### src/hw/rtl/mpe_pkg.sv
// Shared types, codes and constants of the multivariate polynomial evaluator.
package mpe_pkg;

	localparam int CHANNELS_DEF  = 16;
	localparam int MAX_VARS_DEF  = 8;
	localparam int MAX_TERMS_DEF = 64;

	localparam logic [1:0] CMD_HEADER = 2'd0;
	localparam logic [1:0] CMD_RANGE  = 2'd1;
	localparam logic [1:0] CMD_TERM   = 2'd2;
	localparam logic [1:0] CMD_SAMPLE = 2'd3;

	localparam logic [31:0] ONE_Q28 = 32'h1000_0000;

	typedef enum logic [1:0] {
		MS_V,
		MS_POW,
		MS_TERM
	} mul_sel_t;

	typedef enum logic [3:0] {
		S_IDLE,
		S_VRD,
		S_VMUL,
		S_VWAIT,
		S_TRD,
		S_TLOAD,
		S_FAC,
		S_POW,
		S_PWAIT,
		S_TWAIT,
		S_ACC,
		S_DONE
	} state_t;

	typedef struct packed {
		logic     acc_init;
		logic     rng_rd;
		logic     coef_rd;
		logic     mul_start;
		mul_sel_t mul_sel;
		logic     term_load;
		logic     term_zero;
		logic     r_load;
		logic     acc_add;
		logic     out_load;
	} ctl_t;

	typedef struct packed {
		logic       eval_req;
		logic       var_end;
		logic       term_end;
		logic       mul_done;
		logic [3:0] pnib;
	} sts_t;

endpackage

### src/hw/rtl/mpe_ctrl.sv
// Controller: sequences table writes, the variable pass, the term walk and the output.
module mpe_ctrl #(
	parameter int MAX_VARS  = mpe_pkg::MAX_VARS_DEF,
	parameter int MAX_TERMS = mpe_pkg::MAX_TERMS_DEF,
	localparam int VCNT_W   = $clog2(MAX_VARS + 1),
	localparam int TCNT_W   = $clog2(MAX_TERMS + 1)
) (
	input  logic              clk,
	input  logic              arst_n,
	input  logic              s_tvalid,
	output logic              s_tready,
	output logic              m_tvalid,
	input  logic              m_tready,
	output logic              accept,
	output mpe_pkg::ctl_t     ctl,
	output logic [VCNT_W-1:0] var_cnt,
	output logic [TCNT_W-1:0] term_cnt,
	input  mpe_pkg::sts_t     sts
);
	import mpe_pkg::*;

	state_t            state_q;
	state_t            state_d;
	logic [VCNT_W-1:0] vi_q;
	logic [TCNT_W-1:0] ti_q;
	logic [3:0]        k_q;
	logic              out_valid_q;

	assign accept = s_tvalid && s_tready;

	always_comb begin
		state_d = state_q;
		unique case (state_q)
			S_IDLE:  if (accept && sts.eval_req) state_d = S_VRD;
			S_VRD:   state_d = sts.var_end ? S_TRD : S_VMUL;
			S_VMUL:  state_d = S_VWAIT;
			S_VWAIT: if (sts.mul_done) state_d = S_VRD;
			S_TRD:   state_d = sts.term_end ? S_DONE : S_TLOAD;
			S_TLOAD: state_d = S_FAC;
			S_FAC: begin
				if (sts.var_end) begin
					state_d = S_ACC;
				end else if (sts.pnib > 4'd1) begin
					state_d = S_POW;
				end
			end
			S_POW:   state_d = (k_q == 4'd0) ? S_TWAIT : S_PWAIT;
			S_PWAIT: if (sts.mul_done) state_d = S_POW;
			S_TWAIT: if (sts.mul_done) state_d = S_FAC;
			S_ACC:   state_d = S_TRD;
			S_DONE:  if (!out_valid_q || m_tready) state_d = S_IDLE;
			default: state_d = S_IDLE;
		endcase
	end

	always_comb begin
		ctl      = '0;
		ctl.mul_sel = MS_V;
		s_tready = 1'b0;
		unique case (state_q)
			S_IDLE: begin
				s_tready     = 1'b1;
				ctl.acc_init = s_tvalid && sts.eval_req;
			end
			S_VRD:   ctl.rng_rd = !sts.var_end;
			S_VMUL:  ctl.mul_start = 1'b1;
			S_TRD:   ctl.coef_rd = !sts.term_end;
			S_TLOAD: ctl.term_load = 1'b1;
			S_FAC: begin
				ctl.term_zero = !sts.var_end && (sts.pnib == 4'd0);
				ctl.r_load    = !sts.var_end && (sts.pnib > 4'd1);
			end
			S_POW: begin
				ctl.mul_start = 1'b1;
				ctl.mul_sel   = (k_q == 4'd0) ? MS_TERM : MS_POW;
			end
			S_ACC:   ctl.acc_add = 1'b1;
			S_DONE:  ctl.out_load = !out_valid_q || m_tready;
			default: ctl.mul_sel = MS_V;
		endcase
	end

	always_ff @(posedge clk or negedge arst_n) begin
		if (!arst_n) begin
			state_q     <= S_IDLE;
			vi_q        <= '0;
			ti_q        <= '0;
			k_q         <= '0;
			out_valid_q <= 1'b0;
		end else begin
			state_q <= state_d;
			if (ctl.out_load) begin
				out_valid_q <= 1'b1;
			end else if (m_tready) begin
				out_valid_q <= 1'b0;
			end
			unique case (state_q)
				S_IDLE:  vi_q <= '0;
				S_VWAIT: if (sts.mul_done) vi_q <= vi_q + 1'b1;
				S_VRD:   ti_q <= '0;
				S_TLOAD: vi_q <= '0;
				S_FAC: begin
					if (!sts.var_end) begin
						if (sts.pnib > 4'd1) begin
							k_q <= sts.pnib - 4'd2;
						end else begin
							vi_q <= vi_q + 1'b1;
						end
					end
				end
				S_PWAIT: if (sts.mul_done) k_q <= k_q - 4'd1;
				S_TWAIT: if (sts.mul_done) vi_q <= vi_q + 1'b1;
				S_ACC:   ti_q <= ti_q + 1'b1;
				default: k_q <= k_q;
			endcase
		end
	end

	assign m_tvalid = out_valid_q;
	assign var_cnt  = vi_q;
	assign term_cnt = ti_q;
endmodule

### config.mk
export PLATFORM = sky130hd
export DESIGN_NAME = mpe_ctrl
export DESIGN_NICKNAME = d
export VERILOG_FILES = /design/src/hw/rtl/mpe_pkg.sv /design/src/hw/rtl/mpe_ctrl.sv
export SDC_FILE = /design/constraint.sdc
export NUM_CORES = 1
export LEC_CHECK = 0
export ABC_CLOCK_PERIOD_IN_PS = 1550
export BUFFER_PORTS_ARGS = -buffer_cell sky130_fd_sc_hd__clkbuf_2
export CAP_MARGIN = 10
export CORE_MARGIN = 3
export CORE_UTILIZATION = 48
export DETAILED_ROUTE_END_ITERATION = 6
export GPL_ROUTABILITY_DRIVEN = 0
export PLACE_DENSITY = 0.75
export SYNTH_ARGS = -nofsm -noshare
export SYNTH_HDL_FRONTEND = slang
export SYNTH_SLANG_ARGS = --single-unit
### constraint.sdc
create_clock -name clk -period 1.55 [get_ports clk]
set_input_delay 0.155 -clock clk [delete_from_list [all_inputs] [get_ports clk]]
set_output_delay 0.155 -clock clk [all_outputs]
set_load 0.02 [all_outputs]
* Yosys cells after proc, flatten, opt, wreduce, memory -nomap -nowiden *
Cells that the tools add are included.

word-level totals
  flip-flop bits (word level) = 20
  bits of input ports = 12

cells by class
  $lt $le $gt $ge = 1
  reduce and logical (&&, ||, !) cells = 22
  eq/ne operators = 21
  $add $sub $neg = 4
  muxes and demuxes = 33

operator list
  cell                 number
  $mux 4               14
  $pmux 4 s12          1
  $eq 4x3->1 const B   4
  $eq 4x4->1 const B   4
  $ne 2x2->1 const B   8
  $pmux 7 s2           1
  $logic_not 4->1      3
  $pmux 4 s3           1
  $mux 1               11
  $eq 4x2->1 const B   2
  $pmux 4 s2           1
  $reduce_and 4->1     2
  $add 7x1->7 const B  1
  $mux 2               3
  $reduce_and 6->1     1
  $reduce_bool 2->1    3
  $reduce_or 2->1      3
  $logic_and 1x1->1    5
  $add 4x1->4 const B  1
  $eq 4x1->1 const B   1
  $gt 4x1->1 const B   1
  $sub 4x1->4 const B  1
  $sub 4x2->4 const B  1
  $logic_not 1->1      3
  other kinds (5)      5

* Logic depth before layout (Yosys ltp) *
  depth in word-level cells = 6
  mapped depth = 6
  depth with buffers taken out = 6

* Worst setup path after synthesis *
No wires, ideal clock.

  path kind = register to output
  start point = reg state_q[0]
  end point = out ctl[10] (netlist name)
  cell stages (with the launch flop) = 4
  buffers on the path = 1
  slack = -240 ps
  arrival = 1635 ps
  data required time = 1395 ps
  cells stage by stage = dfrtp_1 buf_4 nor4_2 and3_1

RTL lines
  item                    RTL line        source
  start, declared         mpe_ctrl.sv:22  state_t state_q;
  start signal, assigned  mpe_ctrl.sv:91  state_q <= state_d;
  end, declared           mpe_ctrl.sv:15  output mpe_pkg::ctl_t ctl,

==> results.ini <==
[worst_setup_path]
critPathLaunch=state_q[3]$_DFFE_PN0P_
ff2ff_path_depth=6
crit_chain=buf_12 > nor4b_4 > nand2_2 > nor2_1 > buf_4
critPathLaunchType=flop
slowest_delay_ps=510
crit_path_end=ctl[2]
r2r_slack_ps=-270
worstPathRequired_ps=1390
critPathTopFamily=simple AND/OR/NAND/NOR gates
cp_slowest_cell=dfrtp_2
cp-end-kind=primary output
crit_path_max_fanout=5
arrival_ps=1740
crit_type=reg -> out
cp.depth=5
timing.rr.end=var_cnt[1]$_DFFE_PN0P_
r2r-start=state_q[2]$_DFFE_PN0P_
crit_buf_inv=2

[route]
drt.antenna.violating_nets=0
drc=0
wl_per_cell_um=23.1
dr.pass1.iters=7
vias=1967
drt_wl_total_um=6970
dr.first_iter.drc_count=200
via_per_inst=6.51

[power]
pwr-share-comb_pct=76.1
p_clk_share_pct=6.3
switching_share_pct=47.3
ir_worst_vdd_mv=1.49
seq_power_share_pct=17.6
p_switching_w=0.00243
p_int_w=0.00271
total_power_w=0.00514
power.density_mw_per_mm2=1930
leakagePower_nw=1.23

[synth]
synthFlopType=dfrtp_1
synth_compound_area_share_pct=20.3
synth_nets=188
ys_types=55
synthXorXnorAreaFrac_pct=2.33
yosysSeqAreaShare_pct=33.2
avgSynthCellArea_um2=8.81
synth-simple-area-share_pct=28.4
synth_seq_cells=20
syn-cell-area_mm2=0.00151
muxShareOfSynthArea_pct=4.82
synthCells=171
synth-edff-count=0
yosysWarningCount=0
async_reset_ff_share_pct=100
synthAdderAreaFrac_pct=4.15
synth_top_family_by_area=simple AND/OR/NAND/NOR gates

[hold_path]
hp-class=in -> reg

[floorplan]
start_util_pct=52.4
dieArea_mm2=0.00385
core_area_mm2=0.00288
io_pins=37
die_h_um=62.0
die_x_um=62.0
rows=19

[clock_tree]
clkLatencyLatePin_ps=310
clockBufferDepth=2
h-tree-depth=1
numCtsBuffers=3
clock-sinks=20
cts_tree=done
clkTransAtPathRegs_ps=130
cts-root-buf=clkbuf_4

[status]
outcome=finished with violations
violations=setup timing

[cells_and_area]
antenna_cells=0
layout-drive-gt1-share_pct=60.0
area_delta_synth_final_pct=76.7
fin_cells=302
layout.nets=278

[global_route]
grt_pass1_wl_um=8360
grt_max_degree=21
grt_pass1_vias=1718
grt.overflow.total=0
grt_usage_pct=30.5
antenna_found_initial=0

[timing]
period_share_pct=122
max_slew_margin_pct=64.4
setup_viol=29
tightest_slew_ps=534
worst_slack_ps=-345
timing.final.max_slew_violations=0
finalHoldViolCount=0
min_period_ps=1890
rsz0062_at_grt=true
setup_tns_ps=-5470
fmax_mhz=528
finClkSkew_ps=2.52

[job]
max-cap-violations=0

[place]
place_ws_ps=-114
dp.cells=272
dp_hpwl_um=2850
portBuffers=36

==> synthesized netlist by cell type, drive strengths merged, types with 3 or more instances <==
master  instances  area share, %
dfrtp          20             33
nand2          17            4.2
nor2           16            4.0
o21ai          12            4.0
a21oi          11            3.7
inv            11            2.7
buf             7            3.5
nor3            7            2.7
nand3           6            2.0
ha              5            4.2
mux2i           5            3.3
nand2b          5            2.1
and3            3            1.2
==> worst min path at each step <==
stage | startpoint | to | slack (ps) | cells after the start
CTS | sts[0] | k_q[0]$_DFFE_PN0P_ | 70 | 3
global route | sts[0] | k_q[0]$_DFFE_PN0P_ | 150 | 3
floorplan | arst_n | k_q[0]$_DFFE_PN0P_ | -140 | 0
detailed placement | arst_n | term_cnt[2]$_DFFE_PN0P_ | 150 | 1
finish | sts[0] | k_q[0]$_DFFE_PN0P_ | 160 | 3
global placement | arst_n | term_cnt[1]$_DFFE_PN0P_ | 150 | 1
==> metal layers <==
| layer | vias up | global-route usage (%) | wire, um |
|---|---|---|---|
| li1 | 796 | - | - |
| met1 | 919 | 34.1 | 2530 |
| met2 | 186 | 53.1 | 3260 |
| met3 | 66 | 4.96 | 659 |
| met4 | 0 | 19.4 | 512 |
| met5 | - | 0 | 0 |
==> cell type report <==
class / instances / area [um^2]
multi-input combinational: 131 / 1220
timing repair buffer: 94 / 783
sequential: 20 / 505
fill: 96 / 215
inverter: 11 / 58.8
tap: 42 / 52.6
clock buffer: 4 / 36.3
==> cells by family (layout without fill, tap and decap cells) <==
logic type,Yosys count,count (layout)
AND/OR/NAND/NOR,74,74
AO/OA/AOI/OAI,41,41
flip-flops,20,20
buffers and inverters,20,109
multiplexers,7,7
adder cells (fa/ha/maj),5,5
XOR/XNOR,4,4
==> tightest hold or removal path, cell delays in order <==
cell      delay, ps
clkbuf_2        100
nand2_1          80
o21ai_1          90
==> flip-flops by register name, summed over array words and instances, names as in the netlist <==
register  cells
var_cnt       4
term_cnt      7
m_tvalid      1
state_q       4
k_q           4
==> timing repair <==
item / CTS / global route
endpoints found under the setup margin: 29 / 32
gates resized for setup: 66 / 59
pin swaps: 24 / 24
setup buffers: 19 / 8
endpoints found under the hold margin: 20 / 0
cloned: 0 / 0
hold buffers: 1 / 0
==> metrics by stage <==
| stage | hold WS, ps | area (um^2) | util [%] |
|---|---|---|---|
| final | 164 | 2660 | 92.5 |
| after global routing | 154 | 2660 | 92.5 |
| after CTS | 70.9 | 2420 | 84.1 |
| after detailed placement | 151 | 1940 | 67.4 |
| after global placement | 153 | 1940 | 67.4 |
| after floorplan | -141 | 1530 | - |
==> layout by cell type (no fill, tap or decap), types with 3 or more instances in the layout <==
cell / instances
buf_4: 42
a21oi_2: 4
nor2_4: 3
o21ai_1: 8
nor3_2: 4
and3_1: 3
clkbuf_4: 3
dfrtp_1: 16
nand2b_1: 5
nor2_2: 3
nand2_1: 11
buf_6: 23
inv_1: 6
clkbuf_2: 23
nand2_2: 3
a21oi_1: 7
dfrtp_2: 4
ha_1: 4
nor2_1: 10
mux2i_1: 5
nand3_1: 3
==> power groups by stage <==
stage	clock network [W]	registers, W	logic [W]
after floorplan	0	0.000810	0.00144
after global placement	0	0.000851	0.00210
after detailed placement	0	0.000863	0.00216
after CTS	0.000317	0.000834	0.00302
after global routing	0.000341	0.000908	0.00402
final	0.000324	0.000905	0.00391
Power figures use the tool's default switching activity.
